`src/rtl/mpe_pkg.sv`:
```
// shared types, codes and floating-point helper functions of the equilibration block
package mpe_pkg;

   localparam int ROWS_MAX = 16;
   localparam int COLS_MAX = 16;
   localparam int ROW_W    = (ROWS_MAX > 1) ? $clog2(ROWS_MAX) : 1;
   localparam int COL_W    = (COLS_MAX > 1) ? $clog2(COLS_MAX) : 1;
   localparam int DEPTH    = ROWS_MAX * COLS_MAX;
   localparam int ADDR_W   = (DEPTH > 1) ? $clog2(DEPTH) : 1;
   localparam int DIM_W    = 5;
   localparam int MAG_W    = 63;

   localparam logic [1:0] KIND_ROW = 2'd0;
   localparam logic [1:0] KIND_COL = 2'd1;
   localparam logic [1:0] KIND_SUM = 2'd2;

   localparam logic [1:0] STATUS_OK   = 2'd0;
   localparam logic [1:0] STATUS_ZROW = 2'd1;
   localparam logic [1:0] STATUS_ZCOL = 2'd2;

   localparam logic [1:0] OP_ADD   = 2'd0;
   localparam logic [1:0] OP_SCALE = 2'd1;
   localparam logic [1:0] OP_LOG2  = 2'd2;

   localparam logic REG_ROWS = 1'b0;
   localparam logic REG_COLS = 1'b1;

   localparam logic [MAG_W-1:0] MAG_INF = {11'h7FF, 52'd0};
   localparam logic [MAG_W-1:0] MAG_NAN = {11'h7FF, 1'b1, 51'd0};
   localparam logic signed [11:0] AMAX_NONE = -12'sd1074;

   typedef struct packed {
      logic [1:0]          op;
      logic [MAG_W-1:0]    a;
      logic [MAG_W-1:0]    b;
      logic signed [10:0]  sexp;
   } fpu_req_type;

   typedef struct packed {
      logic [DIM_W-1:0] rows;
      logic [DIM_W-1:0] cols;
      logic             clear;
   } cfg_type;

   // leading zeros of a 53-bit mantissa
   function automatic logic [5:0] lzc53(input logic [52:0] v);
      logic [5:0] n;
      n = 6'd53;
      for (int i = 0; i < 53; i++) begin
         if (v[i]) n = 6'(52 - i);
      end
      return n;
   endfunction

   // right shift keeping the lost bits as a sticky lsb
   function automatic logic [55:0] shr_sticky(input logic [55:0] v, input logic [5:0] sh);
      logic [55:0] r;
      logic        st;
      r  = v >> sh;
      st = |(v & ~({56{1'b1}} << sh));
      return {r[55:1], r[0] | st};
   endfunction

   // round to nearest even, three guard bits at the bottom
   function automatic logic [53:0] rnd56(input logic [55:0] v);
      logic up;
      up = v[2] & (v[1] | v[0] | v[3]);
      return {1'b0, v[55:3]} + 54'(up);
   endfunction

   // a > b for non-negative doubles, nan never wins
   function automatic logic mag_gt(input logic [MAG_W-1:0] a, input logic [MAG_W-1:0] b);
      logic nan_a;
      nan_a = (a[62:52] == 11'h7FF) && (a[51:0] != 52'd0);
      return !nan_a && (a > b);
   endfunction

   function automatic logic signed [10:0] clamp1022(input logic signed [11:0] k);
      logic signed [10:0] r;
      if (k < -12'sd1022)     r = -11'sd1022;
      else if (k > 12'sd1022) r = 11'sd1022;
      else                    r = k[10:0];
      return r;
   endfunction

   function automatic logic signed [11:0] cond_exp(input logic signed [11:0] kmin,
                                                   input logic signed [11:0] kmax);
      logic signed [10:0] lo;
      logic signed [10:0] hi;
      lo = clamp1022(kmin);
      hi = clamp1022(kmax);
      return {lo[10], lo} - {hi[10], hi};
   endfunction

endpackage

```
`src/rtl/mpe_csr.sv`:
```
// apb register block holding the problem dimensions
module mpe_csr (
   input  logic             clock,
   input  logic             reset,
   input  logic             psel,
   input  logic             penable,
   input  logic             pwrite,
   input  logic [2:0]       paddr,
   input  logic [31:0]      pwdata,
   output logic [31:0]      prdata,
   output mpe_pkg::cfg_type cfg
);
   logic [4:0] rows_ff, rows_in;
   logic [4:0] cols_ff, cols_in;
   logic       wr;

   function automatic logic [4:0] eff_dim(input logic [4:0] v, input logic [4:0] mx);
      logic [4:0] r;
      if (v == 5'd0)   r = 5'd1;
      else if (v > mx) r = mx;
      else             r = v;
      return r;
   endfunction

   assign wr = psel && penable && pwrite;

   always_comb begin
      rows_in = rows_ff;
      cols_in = cols_ff;
      if (wr) begin
         unique case (paddr[2])
            mpe_pkg::REG_ROWS: rows_in = pwdata[4:0];
            mpe_pkg::REG_COLS: cols_in = pwdata[4:0];
            default:           rows_in = rows_ff;
         endcase
      end
   end

   always_ff @(posedge clock) begin
      if (reset) begin
         rows_ff <= 5'd16;
         cols_ff <= 5'd16;
      end else begin
         rows_ff <= rows_in;
         cols_ff <= cols_in;
      end
   end

   assign prdata    = (paddr[2] == mpe_pkg::REG_COLS) ? {27'd0, cols_ff} : {27'd0, rows_ff};
   assign cfg.rows  = eff_dim(rows_ff, 5'(mpe_pkg::ROWS_MAX));
   assign cfg.cols  = eff_dim(cols_ff, 5'(mpe_pkg::COLS_MAX));
   assign cfg.clear = wr;
endmodule

```
`config.mk`:
```
export PLATFORM = sky130hd
export DESIGN_NAME = mpe_csr
export DESIGN_NICKNAME = d
export VERILOG_FILES = /design/src/rtl/mpe_pkg.sv /design/src/rtl/mpe_csr.sv
export SDC_FILE = /design/constraint.sdc
export NUM_CORES = 1
export LEC_CHECK = 0
export BUFFER_PORTS_ARGS = -buffer_cell sky130_fd_sc_hd__buf_2
export CELL_PAD_IN_SITES_DETAIL_PLACEMENT = 1
export CELL_PAD_IN_SITES_GLOBAL_PLACEMENT = 2
export CORE_ASPECT_RATIO = 1.1
export CORE_UTILIZATION = 17
export CTS_BUF_LIST = sky130_fd_sc_hd__clkbuf_2
export DETAILED_ROUTE_END_ITERATION = 8
export GPL_ROUTABILITY_DRIVEN = 0
export PLACE_DENSITY = 0.86
export SYNTH_ARGS = -nofsm -noshare
export SYNTH_HDL_FRONTEND = slang
export SYNTH_SLANG_ARGS = --single-unit
```
`constraint.sdc`:
```
create_clock -name clock -period 1.3 [get_ports clock]
set_clock_uncertainty 0.05 [all_clocks]
set_input_delay 0.26 -clock clock [delete_from_list [all_inputs] [get_ports clock]]
set_output_delay 0.26 -clock clock [all_outputs]
set_load 0.02 [all_outputs]
```
==> flow_summary_export.csv <==
group,metric,value,unit
power,irDropWorstVdd,0.000154,V
yosys,synth.most_common_cell,"buf_4",
yosys,synth_area,797,um2
die,rows,25,
cts,clockBufferDepth,2,
route,firstDrtPassIters,4,
cells_and_area,utilization,25.5,%
timing,setup_viol,9,
timing,min_period_over_period,122,%
critical_path,crit_required,0.99,ns
timing,fmax,0.630,GHz
cts,cts_hold_buffers,0,
yosys,ys.flop_type,"dfxtp_1",
die,die_x,67.3,um
cells_and_area,seq_area,215,um2
critical_path,end_kind,"output port",
route,drc,0,
job,drv_cap,0,
route,viasPerCell,3.63,
cells_and_area,multi_input_area,503,um2
cts,htreeDepth,1,
die,die_h,73.8,um
outcome,violations,"setup timing",
die,core_area,0.00441,mm2
power,p_leak,0.536,nW
die,num_io_pins,83,
critical_path,critPathSlowestCell,"or3_1",
timing,fin_ws,-0.288,ns
placement,io_buffers,26,
yosys,yosys_warnings,0,
cells_and_area,n_antenna_cell,0,
die,die_area,0.00497,mm2
yosys,yosys-top-cells-count,"28 x buf_4, 12 x nand2b_1, 10 x dfxtp_1, 10 x mux2i_1, 6 x nor2b_1",
grt,grt_pass1_vias,594,
timing,fin_crit,1.59,ns
cts,worstSkewPairLatency,0.26,ns
yosys,yosysUniqueCellTypes,20,
cts,clock_sinks,10,
route,dr.first_iter.drc_count,26,
critical_path,max_stage_delay,0.35,ns
grt,antenna_found_initial,0,
cells_and_area,fillCellCount,532,
yosys,ys_ff_latch,10,
grt,grt_pass1_wl,2930,um
cts,clk_pin_slew,0.11,ns
critical_path,arrival,1.28,ns
power,p_total,682,uW
cells_and_area,final_cells,180,
placement,placed_area,908,um2
route,drt-wirelength-per-cell,11.5,um
cts,cts_tree,"yes",
grt,globalRouteOverflowTotal,0,
yosys,synth_top_area_share,26.4,%
critical_path,crit_type,"reg2out",
timing,holdWs,0.225,ns
critical_path,worstPathMaxFanout,2,
timing,finalMaxSlewViolations,0,
yosys,synth.avg_cell_area,8.66,um2
outcome,outcome,"complete, but fails checks",
die,start_util,18.1,%
critical_path,r2r_cells,4,
timing,rsz0062_at_grt,"true",
grt,grt.total_usage,8.34,%
critical_path,cp-start-kind,"register",
route,drtAntennaViolNets,0,
route,dr_total_vias,653,
cells_and_area,stdcell_area,0.00113,mm2
hold_path,whs_path_depth,3,
timing,fin_tns_setup,-1.07,ns
placement,place_inst,172,
yosys,synth.area.top_cells,"buf_4 26%, dfxtp_1 25%, mux2i_1 13%",
yosys,yosys.area.top_type,"buf_4",
yosys,async_flop_share,0,%
yosys,syn_inst,92,
cts,cts_root_buffer,"clkbuf_2",
yosys,ys_seq_area_share,25.1,%
route,wirelength,2070,um
grt,grt_max_degree,16,
cells_and_area,syn2layout_area_growth,41.3,%
timing,hold_violations,0,
cells_and_area,nets,167,
yosys,synth_edf_count,0,
hold_path,min_path_type,"in2reg",
placement,post-place-ws,-0.0345,ns
cells_and_area,drive_gt1_share,47.6,%
cts,cts_buffers,3,
placement,dp_hpwl,1550,um
critical_path,crit_chain,"or3_1, a21oi_2, buf_4",
power,power_density,606,mW/mm2
[where the power goes]
group | switching [mW] | internal, mW | total, mW
Sequential | 0.00741 | 0.311 | 0.318
Combinational | 0.124 | 0.0622 | 0.187
Clock | 0.111 | 0.0668 | 0.178
Total | 0.243 | 0.440 | 0.682
[state kept, by name, indices dropped and copies added, names as in the netlist]
name     count
cols_ff      5
rows_ff      5
[critical path, delay by kind of cell (launching register included)]
family | cells | cell delay (ns)
buffers and inverters | 1 | 0.16
AND/OR/NAND/NOR | 1 | 0.35
AO/OA/AOI/OAI | 1 | 0.16
flip-flops | 1 | 0.34
[cell families (layout without fill, tap and decap cells)]
logic type	count (synthesis)	after routing	share of synthesized area (%)
buffers and inverters	35	43	31.6
AND/OR/NAND/NOR	29	29	22.8
multiplexers	14	14	18.2
flip-flops	10	10	25.1
AO/OA/AOI/OAI	3	3	1.88
other	1	27	0.471
[final timing paths]
check,startpoint,endpoint,slack (ns)
hold / removal,pwdata[4],rows_ff[4]$_SDFFE_PP1P_,0.23
setup reg to reg,rows_ff[1]$_SDFFE_PP0P_,rows_ff[1]$_SDFFE_PP0P_,0.41
setup / recovery,rows_ff[1]$_SDFFE_PP0P_,cfg[6],-0.29
hold reg to reg,rows_ff[0]$_SDFFE_PP0P_,rows_ff[0]$_SDFFE_PP0P_,0.43
[timing repair]
action	4_1_cts	5_1_grt
resized for setup	36	14
endpoints found under the setup margin	14	13
pin swaps	3	0
setup buffers	1	4
[cell usage in the layout, fill, tap and decap left out, drive strengths merged]
master	synthesis	final
buf	30	37
conb	1	27
nand2b	12	12
mux2i	10	10
dfxtp	10	10
nor2b	6	6
mux2	4	4
nor2	3	3
clkbuf	3	3
inv	2	2
or3	2	2
a21oi	2	2
nand2	1	1
o21ai	1	1
and3	1	1
and4	1	1
and4b	1	1
nand4	1	1
nand4b	1	1
clkinv	0	1
[final cells by class]
type / count / area share [%]
Multi-Input combinational cell: 73 / 44.7
Clock buffer: 3 / 1.33
Timing Repair Buffer: 37 / 27.9
Clock inverter: 1 / 0.333
Inverter: 2 / 0.667
Tap cell: 54 / 6.00
Sequential cell: 10 / 19.1
[routing by layer]
layer / vias up / wire length [um] / global-route usage [%]
met4: 0 / 30 / 5.67
met5: - / 0 / 0
met3: 2 / 160 / 1.40
met1: 296 / 863 / 9.86
met2: 41 / 1010 / 13.6
li1: 314 / - / -
Power figures use the tool's default switching activity.
