<file path="src/rtl/mpe_ram.sv">
// generic single-write, single-read ram with registered read data
module mpe_ram #(
   parameter int WIDTH = 8,
   parameter int DEPTH = 16
) (
   input  logic                     clock,
   input  logic                     we,
   input  logic [$clog2(DEPTH)-1:0] waddr,
   input  logic [WIDTH-1:0]         wdata,
   input  logic [$clog2(DEPTH)-1:0] raddr,
   output logic [WIDTH-1:0]         rdata
);
   logic [WIDTH-1:0] mem [DEPTH];

   always_ff @(posedge clock) begin
      if (we) mem[waddr] <= wdata;
      rdata <= mem[raddr];
   end
endmodule

</file>
<file path="config.mk">
export PLATFORM = sky130hd
export DESIGN_NAME = mpe_ram
export DESIGN_NICKNAME = d
export VERILOG_FILES = /design/src/rtl/mpe_ram.sv
export SDC_FILE = /design/constraint.sdc
export NUM_CORES = 1
export LEC_CHECK = 0
export ABC_AREA = 1
export BUFFER_PORTS_ARGS = -buffer_cell sky130_fd_sc_hd__clkbuf_2
export CORE_ASPECT_RATIO = 0.9
export CORE_MARGIN = 2
export CORE_UTILIZATION = 60
export CTS_BUF_LIST = sky130_fd_sc_hd__clkbuf_8
export DETAILED_ROUTE_END_ITERATION = 10
export GPL_TIMING_DRIVEN = 0
export HOLD_SLACK_MARGIN = 0.08
export PLACE_DENSITY = 0.78
export SYNTH_ARGS = -nofsm -noshare
export SYNTH_HDL_FRONTEND = slang
export SYNTH_SLANG_ARGS = --single-unit
</file>
<file path="constraint.sdc">
create_clock -name clock -period 1.53 [get_ports clock]
set_clock_uncertainty 0.05 [all_clocks]
set_input_delay 0.153 -clock clock [delete_from_list [all_inputs] [get_ports clock]]
set_output_delay 0.153 -clock clock [all_outputs]
set_load 0.02 [all_outputs]
</file>
==> metrics.md, run 1 <==
| Metric | Value |
|---|---|
| N_diodes | 0 |
| Core box area | roughly 0.0092 sq mm |
| Post-Synth XOR/XNOR Area | 0% |
| Synth unique cells | 12 |
| Clock Latency Late Sink | about 0.45 ns |
| Detailed Routing Iterations Pass 1 | 5 |
| Routed WL per cell | 18.75 um |
| CP peak stage delay | around 0.8 ns |
| Post-synthesis cell area | between 0.005 and 0.006 sq mm |
| Global router's overall resource usage | about 28% |
| GRT overflow | 0 |
| RSZ-0062 raised after global routing | no |
| Clk root buf | clkbuf_8 |
| Area delta synth->final | 12.11% |
| Fmax | about 760 MHz |
| CP cell instances | clkbuf_2 -> nand3b_1 -> nor2_1 |
| Leading post-synthesis cells by cell area | edfxtp_1, nand2_1, nand3_1 |
| Worst path slowest cell | nor2_1 |
| # IOs | 26 |
| TritonCTS Buffers | 17 |
| Area leader, netlist | edfxtp_1 |
| First-pass GRT wire length | approximately 21,000 um |
| Setup TNS | 0 ns |
| Fin. Hold Viols | 0 |
| CTS tree | built |
| Initial Utilization | between 60% and 70% |
| Synth Area in Compound Gates | 0% |
| Post-CTS sizing | 0 |
| Nets | roughly 610 |
| Clock Tree Buf Depth | 2 |
| Total of max-cap violations | 0 |
| Overall power | 7.913 mW |
| Non-Filler Instances | 728 |
| Synth Area in Adders | 0% |
| Die Width | 107.3 um |
| Drt drc | 0 |
| Worst path buffer plus inverter count | 1 |
| Core Rows | 33 |
| Top-area cell type share of the netlist area | roughly two thirds |
| Final Slew Violations | 0 |
| Die height | 97.01 um |
| Largest family of logic cells by synthesized area | simple AND/OR/NAND/NOR gates |
| HPWL after detailed placement | approximately 8900 um |
| Pleak | around 2.8 nW |
| Clock slew at reported path FFs | 0.08 ns |
| Hold Path Class | input port to flip-flop |
| Vias in the first global route | between 3,000 and 4,000 |
| I/O Buffers | 22 |
| Final WL | ~14,000 um |
| Required @ worst endpoint | 1.55 ns |
| Final setup viols | 0 |
| DRT antenna net count | 0 |
| Simple-gate share of the synthesized area | between 20% and 30% |
| Vias | around 4,000 |
| Worst rel slew slack | 34.40% |
| Tmin final | about 1.3 ns |
| Vias per cell | between 5 and 6 |
| Post-synthesis mux area share | 0% |
| Largest net degree at the start of global routing | 17 |
| Worst Setup Start Kind | input port |
| Antenna violations before repair | 0 |
| CTS sink count | between 100 and 150 |
| Crit-path leading delay family | simple AND/OR/NAND/NOR gates |
| Worst Path Arrival | ~1.3 ns |
| Die Area | between 0.01 and 0.015 sq mm |
| Gpl congestion | around 1 |
| Syn avg cell area | roughly 10 sq um |
| Synth warn | 0 |
| Pwr/cell area | between 1000 and 1500 mW/mm^2 |
| DRT iter0 DRCs | between 400 and 500 |
| Worst-Margin Slew | between 0.9 and 1 ns |
| Post-synthesis register bit count | roughly 140 |
| Share of cells above drive strength 1 | about 13% |
| Crit path max fanout | 8 |
| Crit path kind | input port to flip-flop |
| Worst IR Drop VDD | just under 0.0009 V |
| Gate Count Post-Synth | between 500 and 600 |
| Status | complete, no violations |
| H-tree levels | 4 |
| Final worst-path cycle share | between 80% and 90% |
| Setup crit end kind | flip-flop |
| Syn_nets | around 570 |
| Placed instance count | about 700 |
| Seq/Total Area, Yosys | between 60% and 70% |
-- path summary, 6_finish.rpt --
path	depth (start not counted)	slack [ns]	to	from
worst min register to register	6	0.64	rdata[6]	mem[10][6]
worst max register to register	6	0.38	rdata[3]	mem[4][3]
worst max-delay path	3	0.22	mem[7][4]	waddr[3]
worst min-delay path	4	0.12	rdata[5]	raddr[2]
-- worst min-delay path: cells and delay by family --
family                 cells  cell delay, ns
and+or+nand+nor            3            0.26
buffers and inverters      1            0.17
-- synthesized netlist by cell type --
master,instances
buf_2,13
buf_6,6
buf_1,1
edfxtp_1,128
nor2_1,17
nand3_1,97
nand3b_1,2
dfxtp_1,8
inv_1,100
nand2_1,173
buf_4,4
inv_2,2
-- through the flow --
step	utilization [%]	hold slack, ns	instance area (sq um)	setup WS [ns]
2_1_floorplan	-	0.2019	5767	0.3762
3_3_place_gp	65.19	0.5182	6030	-0.1095
3_5_place_dp	65.19	0.5185	6030	-0.1646
4_1_cts	69.90	0.1053	6465	0.2956
5_1_grt	69.90	0.1273	6465	0.1916
6_report	69.90	0.1197	6465	0.2159
-- area by class of cell --
type,count,area (sq um)
clock buffer,17,234.0
clock inverter,15,191.4
timing repair buffer,23,120.1
tap,122,152.6
multi-input combinational,289,1214
inverter,102,382.9
sequential,136,4004
buffer,24,166.4
fill,664,2784
-- power by group --
group / internal [mW] / leakage, nW / total [mW] / switching, mW
Sequential: 4.16 / 1.22 / 4.18 / 0.0222
Combinational: 0.161 / 1.40 / 0.571 / 0.410
Clock: 1.65 / 0.205 / 3.16 / 1.51
Total: 5.97 / 2.82 / 7.91 / 1.94
-- flip-flops by register name, summed over array words and instances (netlist names) --
register	cells
rdata	8
mem	128
-- what timing repair did --
| action | CTS | global route |
|---|---|---|
| buffers inserted | 0 | 0 |
| hold buffers | 1 | 0 |
| endpoints found under the hold margin | 1 | 0 |
-- kinds of logic after synthesis --
logic type | Yosys count
DFF | 136
buffers and inverters | 126
and+or+nand+nor | 289
-- metal layers --
layer	GRT usage (%)	vias up	wire, um
li1	-	1859	-
met1	40.17	1871	5634
met2	43.82	240	6256
met3	7.210	26	1496
met4	8.284	0	264
met5	0	-	0
-- layout by cell type (no fill, tap or decap) --
master | Yosys | final
inv_1 | 100 | 100
dlygate4sd3_1 | 0 | 1
buf_6 | 6 | 6
clkinv_1 | 0 | 1
edfxtp_1 | 128 | 128
nand3_1 | 97 | 97
buf_2 | 13 | 13
clkinvlp_4 | 0 | 3
clkinv_4 | 0 | 2
inv_2 | 2 | 2
inv_8 | 0 | 2
dfxtp_1 | 8 | 8
clkbuf_8 | 0 | 17
inv_6 | 0 | 4
buf_1 | 1 | 1
buf_4 | 4 | 4
nor2_1 | 17 | 17
clkbuf_2 | 0 | 22
nand2_1 | 173 | 173
nand3b_1 | 2 | 2
bufinv_16 | 0 | 3
(Power assumes the default switching activity.)
==> inputs of run 2 (changes only) <==
CORE_UTILIZATION = 50   (was 60)
GPL_TIMING_DRIVEN = 1   (was 0)
PLACE_DENSITY = 0.67   (was 0.78)
==> metrics.md, run 2 (synthesis results as in run 1) <==
| Metric | Value |
|---|---|
| Status | complete, no violations |
| RR Endpoint | rdata[1] |
| Routed WL per cell | 16.33 um (-13%) |
| DRT iter0 DRCs | 334 (-24%) |
| Area delta synth->final | 13.45% |
| Final setup viols | 0 (unchanged) |
| Overall power | 7.549 mW (-4.6%) |
| Antenna violations before repair | 0 (unchanged) |
| Worst path slowest cell | dfxtp_1 |
| # IOs | 26 (unchanged) |
| GRT overflow | 0 (unchanged) |
| # hold bufs at CTS | 1 (unchanged) |
| CTS tree | built |
| Fin. Hold Viols | 0 (unchanged) |
| Comb power frac | 7.2% (about the same) |
| Most common cell after layout, fill and taps aside | nand2_1 |
| Die Width | 117.2 um (+9.2%) |
| First-pass GRT wire length | 19,770 um (-7.2%) |
| Largest net degree at the start of global routing | 65 (+48) |
| H-tree levels | 4 (unchanged) |
| Final WL | 12,480 um (-8.6%) |
| Setup TNS | 0 ns (unchanged) |
| Core box area | 0.01134 sq mm (+23%) |
| Nets | 613 (+0.33%) |
| Post-CTS sizing | 0 (unchanged) |
| Clock Latency Late Sink | 0.42 ns (-0.03 ns) |
| Largest register FFs | 128 (unchanged) |
| Drt drc | 0 (unchanged) |
| Critical path startpoint | rdata[1] |
| Global router's overall resource usage | 22.45% (-5.9 points) |
| Final worst-path cycle share | 78.04% (-7.9 points) |
| Worst Path Arrival | 0.99 ns (-0.34 ns) |
| DRT antenna net count | 0 (unchanged) |
| Crit-path leading delay family | flip-flops |
| Hold WS | 0.1528 ns (+0.03309 ns) |
| Fmax | 837.5 MHz (+10%) |
| Tmin final | 1.194 ns (-0.1201 ns) |
| Die Area | 0.01241 sq mm (+19%) |
| Biggest register | mem |
| Initial Utilization | 50.84% (-12 points) |
| Worst rel slew slack | 71.92% (+38 points) |
| CP cell instances | clkbuf_2 |
| Crit path max fanout | 1 (-7) |
| Clk root buf | clkbuf_8 |
| Clock slew at reported path FFs | 0.07 ns (about the same) |
| R2r setup slk | 0.47 ns (+0.09 ns) |
| R2R Path Start | mem[7][1] |
| Detailed Routing Iterations Pass 1 | 5 (unchanged) |
| Pwr/cell area | 1154 mW/mm^2 (-5.7%) |
| Clock Tree Buf Depth | 2 (unchanged) |
| Crit path kind | flip-flop to output port |
| Worst IR Drop VDD | 0.0008687 V (-0.66%) |
| Setup bufs post-CTS | 0 (unchanged) |
| WP depth | 1 (-2) |
| Most frequent cells in the layout | nand2_1, edfxtp_1, inv_1, nand3_1, clkbuf_2 |
| Share of cells above drive strength 1 | 12.50% (-0.37 points) |
| Vias in the first global route | 3,634 (-7.2%) |
| Die height | 105.9 um (+9.2%) |
| Internal Pwr Total | 5.886 mW (-1.4%) |
| RSZ-0062 raised after global routing | no |
| Total of max-cap violations | 0 (unchanged) |
| Required @ worst endpoint | 1.33 ns (-0.22 ns) |
| Final Slew Violations | 0 (unchanged) |
| Core Rows | 37 (+12%) |
| Sequential Power Share | 55.5% (+2.7 points) |
| Worst path buffer plus inverter count | 1 (unchanged) |
| Hold Path Class | input port to flip-flop |
| Gpl congestion | 0.8113 (-17%) |
| HPWL after detailed placement | 7807 um (-12%) |
| Worst Setup Start Kind | flip-flop |
| I/O Buffers | 25 (+14%) |
| TritonCTS Buffers | 17 (unchanged) |
| Setup crit end kind | output port |
| Sw Ratio | 22.03% (-2.5 points) |
| CP peak stage delay | 0.38 ns (-0.42 ns) |
| Clock Power Share | 37.3% (-2.7 points) |
| N_diodes | 0 (unchanged) |
| Vias | 3,755 (-6.0%) |
| Pleak | 2.872 nW (+1.7%) |
| CTS sink count | 136 (unchanged) |
| Critical path capture point | rdata[1] |
| Psw | 1.663 mW (-14%) |
| Biggest regs | mem: 128 flops, rdata: 8 flops |
| Worst-Margin Slew | 0.4211 ns (-0.5592 ns) |
| # fillers | 987 (+49%) |
| Final core occ | 57.68% (-12 points) |
| FF-to-FF path depth | 6 (unchanged) |
| Vias per cell | 4.915 (-10%) |
run 2: layout make-up:
class	count	area, sq um	share of cell area [%]
Sequential cell	136	4004	61.20
Clock buffer	17	234.0	3.576
Clock inverter	15	142.6	2.180
Tap cell	156	195.2	2.983
Inverter	102	382.9	5.852
Multi-Input combinational cell	289	1214	18.55
Timing Repair Buffer	49	370.4	5.661
run 2: power by group through the flow:
stage                     Combinational, mW  Clock, mW  Sequential [mW]
after global routing                  0.604       3.02             4.20
after global placement                0.533          0             4.27
after floorplan                       0.294          0             4.29
after detailed placement              0.543          0             4.27
after CTS                             0.546       2.85             4.19
final                                 0.543       2.82             4.19
run 2: worst min path at each step:
stage | from | depth (start not counted) | to | slack [ns]
final | wdata[0] | 1 | mem[4][0] | 0.15
after global routing | wdata[0] | 1 | mem[7][0] | 0.15
after CTS | wdata[0] | 1 | mem[5][0] | 0.13
after detailed placement | raddr[3] | 3 | rdata[5] | 0.51
after global placement | raddr[3] | 3 | rdata[6] | 0.50
after floorplan | wdata[0] | 0 | mem[0][0] | 0.20
run 2: layer usage:
layer | wire [um] | vias up | global-route usage [%]
met2 | 6049 | 116 | 34.77
li1 | - | 1859 | -
met5 | 0 | - | 0
met3 | 730 | 12 | 5.693
met4 | 172 | 0 | 7.059
met1 | 5524 | 1768 | 31.21
run 2: through the flow:
| step | setup slack, ns | instance area (sq um) | cells |
|---|---|---|---|
| after floorplan | 0.3762 | 5767 | 551 |
| after global routing | 0.2937 | 6543 | 764 |
| final | 0.3360 | 6543 | 764 |
| after global placement | 0.2756 | 6156 | 731 |
| after CTS | 0.3116 | 6543 | 764 |
| after detailed placement | 0.2712 | 6156 | 731 |
==> inputs of run 3 (changes only) <==
clock period = 1.19 ns   (was 1.53 ns; I/O delays follow)
==> metrics.md, run 3 (synthesis results as in run 1) <==
| Metric | Value |
|---|---|
| Status | complete, no violations |
| Clock Tree Buf Depth | 2 (unchanged) |
| Global router's overall resource usage | 22.24% (-0.21 points) |
| RSZ-0062 raised after global routing | no |
| Final worst-path cycle share | between 90 and 100% |
| Most frequent cells in the layout | nand2_1, edfxtp_1, inv_1, nand3_1, buf_4 |
| H-tree levels | 4 (unchanged) |
| Fmax | between 800 and 900 MHz |
| Clk root buf | clkbuf_8 |
| # fillers | 968 (-1.9%) |
| Worst Setup Start Kind | flip-flop |
| Crit-path leading delay family | flip-flops |
| Final Instance Area | 0.006661 sq mm (+1.8%) |
| Worst-Margin Slew | 0.4186 ns (-0.002505 ns) |
| Fin. Hold Viols | 0 (unchanged) |
| Final Slew Violations | 0 (unchanged) |
| Pwr/cell area | 1494 mW/mm^2 (+30%) |
| N_diodes | 0 (unchanged) |
| Hold Path Class | input port to flip-flop |
| Worst path slowest cell | dfxtp_2 |
| Clock slew at reported path FFs | 0.07 ns (about the same) |
| Antenna violations before repair | 0 (unchanged) |
| First-pass GRT wire length | 19,610 um (-0.80%) |
| Most common cell after layout, fill and taps aside | nand2_1 |
| DRT antenna net count | 0 (unchanged) |
| # IOs | 26 (unchanged) |
| Core box area | 0.01134 sq mm (unchanged) |
| Largest net degree at the start of global routing | 33 (-49%) |
| Crit path kind | flip-flop to output port |
| Vias per cell | 4.991 (+1.5%) |
| Total of max-cap violations | 0 (unchanged) |
| Core Rows | 37 (unchanged) |
| Die Area | 0.01241 sq mm (unchanged) |
| Final WL | 12,530 um (+0.38%) |
| CTS tree | built |
| CTS sink count | 136 (unchanged) |
| Gpl congestion | 0.9356 (+15%) |
| Clock Latency Late Sink | 0.44 ns (+0.02 ns) |
| GRT overflow | 0 (unchanged) |
| DRT iter0 DRCs | 376 (+13%) |
| Setup TNS | 0 ns (unchanged) |
| CP peak stage delay | 0.35 ns (-0.03 ns) |
| Sequential cell area | 0.004005 sq mm (about the same) |
| Placed instance count | 743 (+1.6%) |
| HPWL after detailed placement | 8161 um (+4.5%) |
| Nets | 625 (+2.0%) |
| Hold WS | 0.1044 ns (-0.04832 ns) |
| Worst rel slew slack | 72.09% (+0.17 points) |
| Tmin final | between 1 and 1.5 ns |
| Initial Utilization | 50.84% (unchanged) |
| Vias | 3,873 (+3.1%) |
| Setup bufs post-CTS | 0 (unchanged) |
| Pleak | 2.946 nW (+2.6%) |
| Detailed Routing Iterations Pass 1 | 5 (unchanged) |
| Die Width | 117.2 um (unchanged) |
| Share of cells above drive strength 1 | 14.35% (+1.9 points) |
| Final core occ | 58.73% (+1.0 points) |
| I/O Buffers | 25 (unchanged) |
| Setup crit end kind | output port |
| Placement Cell Area | 0.006246 sq mm (+1.5%) |
| Required @ worst endpoint | 1.02 ns (-0.31 ns) |
| Biggest register | mem |
| CP cell instances | clkbuf_4 |
| Routed WL per cell | 16.14 um (-1.2%) |
| Drt drc | 0 (unchanged) |
| Crit path max fanout | 1 (unchanged) |
| Non-Filler Instances | 776 (+1.6%) |
| Area of the multi-input gates | 0.001214 sq mm (unchanged) |
| TritonCTS Buffers | 17 (unchanged) |
| Largest register FFs | 128 (unchanged) |
| Biggest regs | mem: 128 flops, rdata: 8 flops |
| Area delta synth->final | 15.51% |
| Worst IR Drop VDD | 0.001575 V (+81%) |
| Worst path buffer plus inverter count | 1 (unchanged) |
| Worst Path Arrival | 0.96 ns (-0.03 ns) |
| Die height | 105.9 um (unchanged) |
| Final setup viols | 0 (unchanged) |
| Vias in the first global route | 3,631 (-0.083%) |
-- run 3: power by group --
group | switching, mW | internal, mW | leakage (nW)
clock | 1.63 | 2.21 | 0.219
sequential | 0.0305 | 5.35 | 1.22
combinational | 0.495 | 0.238 | 1.50
total | 2.15 | 7.80 | 2.95
-- run 3: worst paths after layout --
path              startpoint         to  slack, ns  cells past startpoint
setup / recovery    rdata[7]   rdata[7]       0.06                      1
hold / removal      wdata[1]  mem[9][1]       0.10                      1
setup reg to reg   mem[1][5]   rdata[5]       0.08                      6
hold reg to reg   mem[14][4]   rdata[4]       0.63                      6
-- run 3: layout make-up --
| class | instances | area share (%) |
|---|---|---|
| Inverter | 102 | 5.748 |
| Sequential cell | 136 | 60.12 |
| Timing Repair Buffer | 61 | 6.950 |
| Clock buffer | 17 | 3.512 |
| Multi-Input combinational cell | 289 | 18.22 |
| Tap cell | 156 | 2.930 |
| Clock inverter | 15 | 2.517 |
-- run 3: metal layers --
layer	vias to the layer above	track usage, %	wire length (um)
li1	1886	-	-
met1	1835	30.00	5570
met2	137	33.66	5962
met3	15	6.153	776
met4	0	9.748	216
met5	-	0	0
-- run 3: what timing repair did --
| item | in CTS | in global routing |
|---|---|---|
| resized for setup | 2 | 0 |
| endpoints found under the hold margin | 6 | 0 |
| endpoints found under the setup margin | 1 | 0 |
| hold buffers | 1 | 0 |
-- run 3: through the flow --
step	power, mW	setup WS [ns]
floorplan	5.897	0.07016
global placement	6.199	-0.04724
detailed placement	6.214	-0.08879
CTS	10.03	0.02892
global route	10.30	0.01614
finish	9.955	0.06100
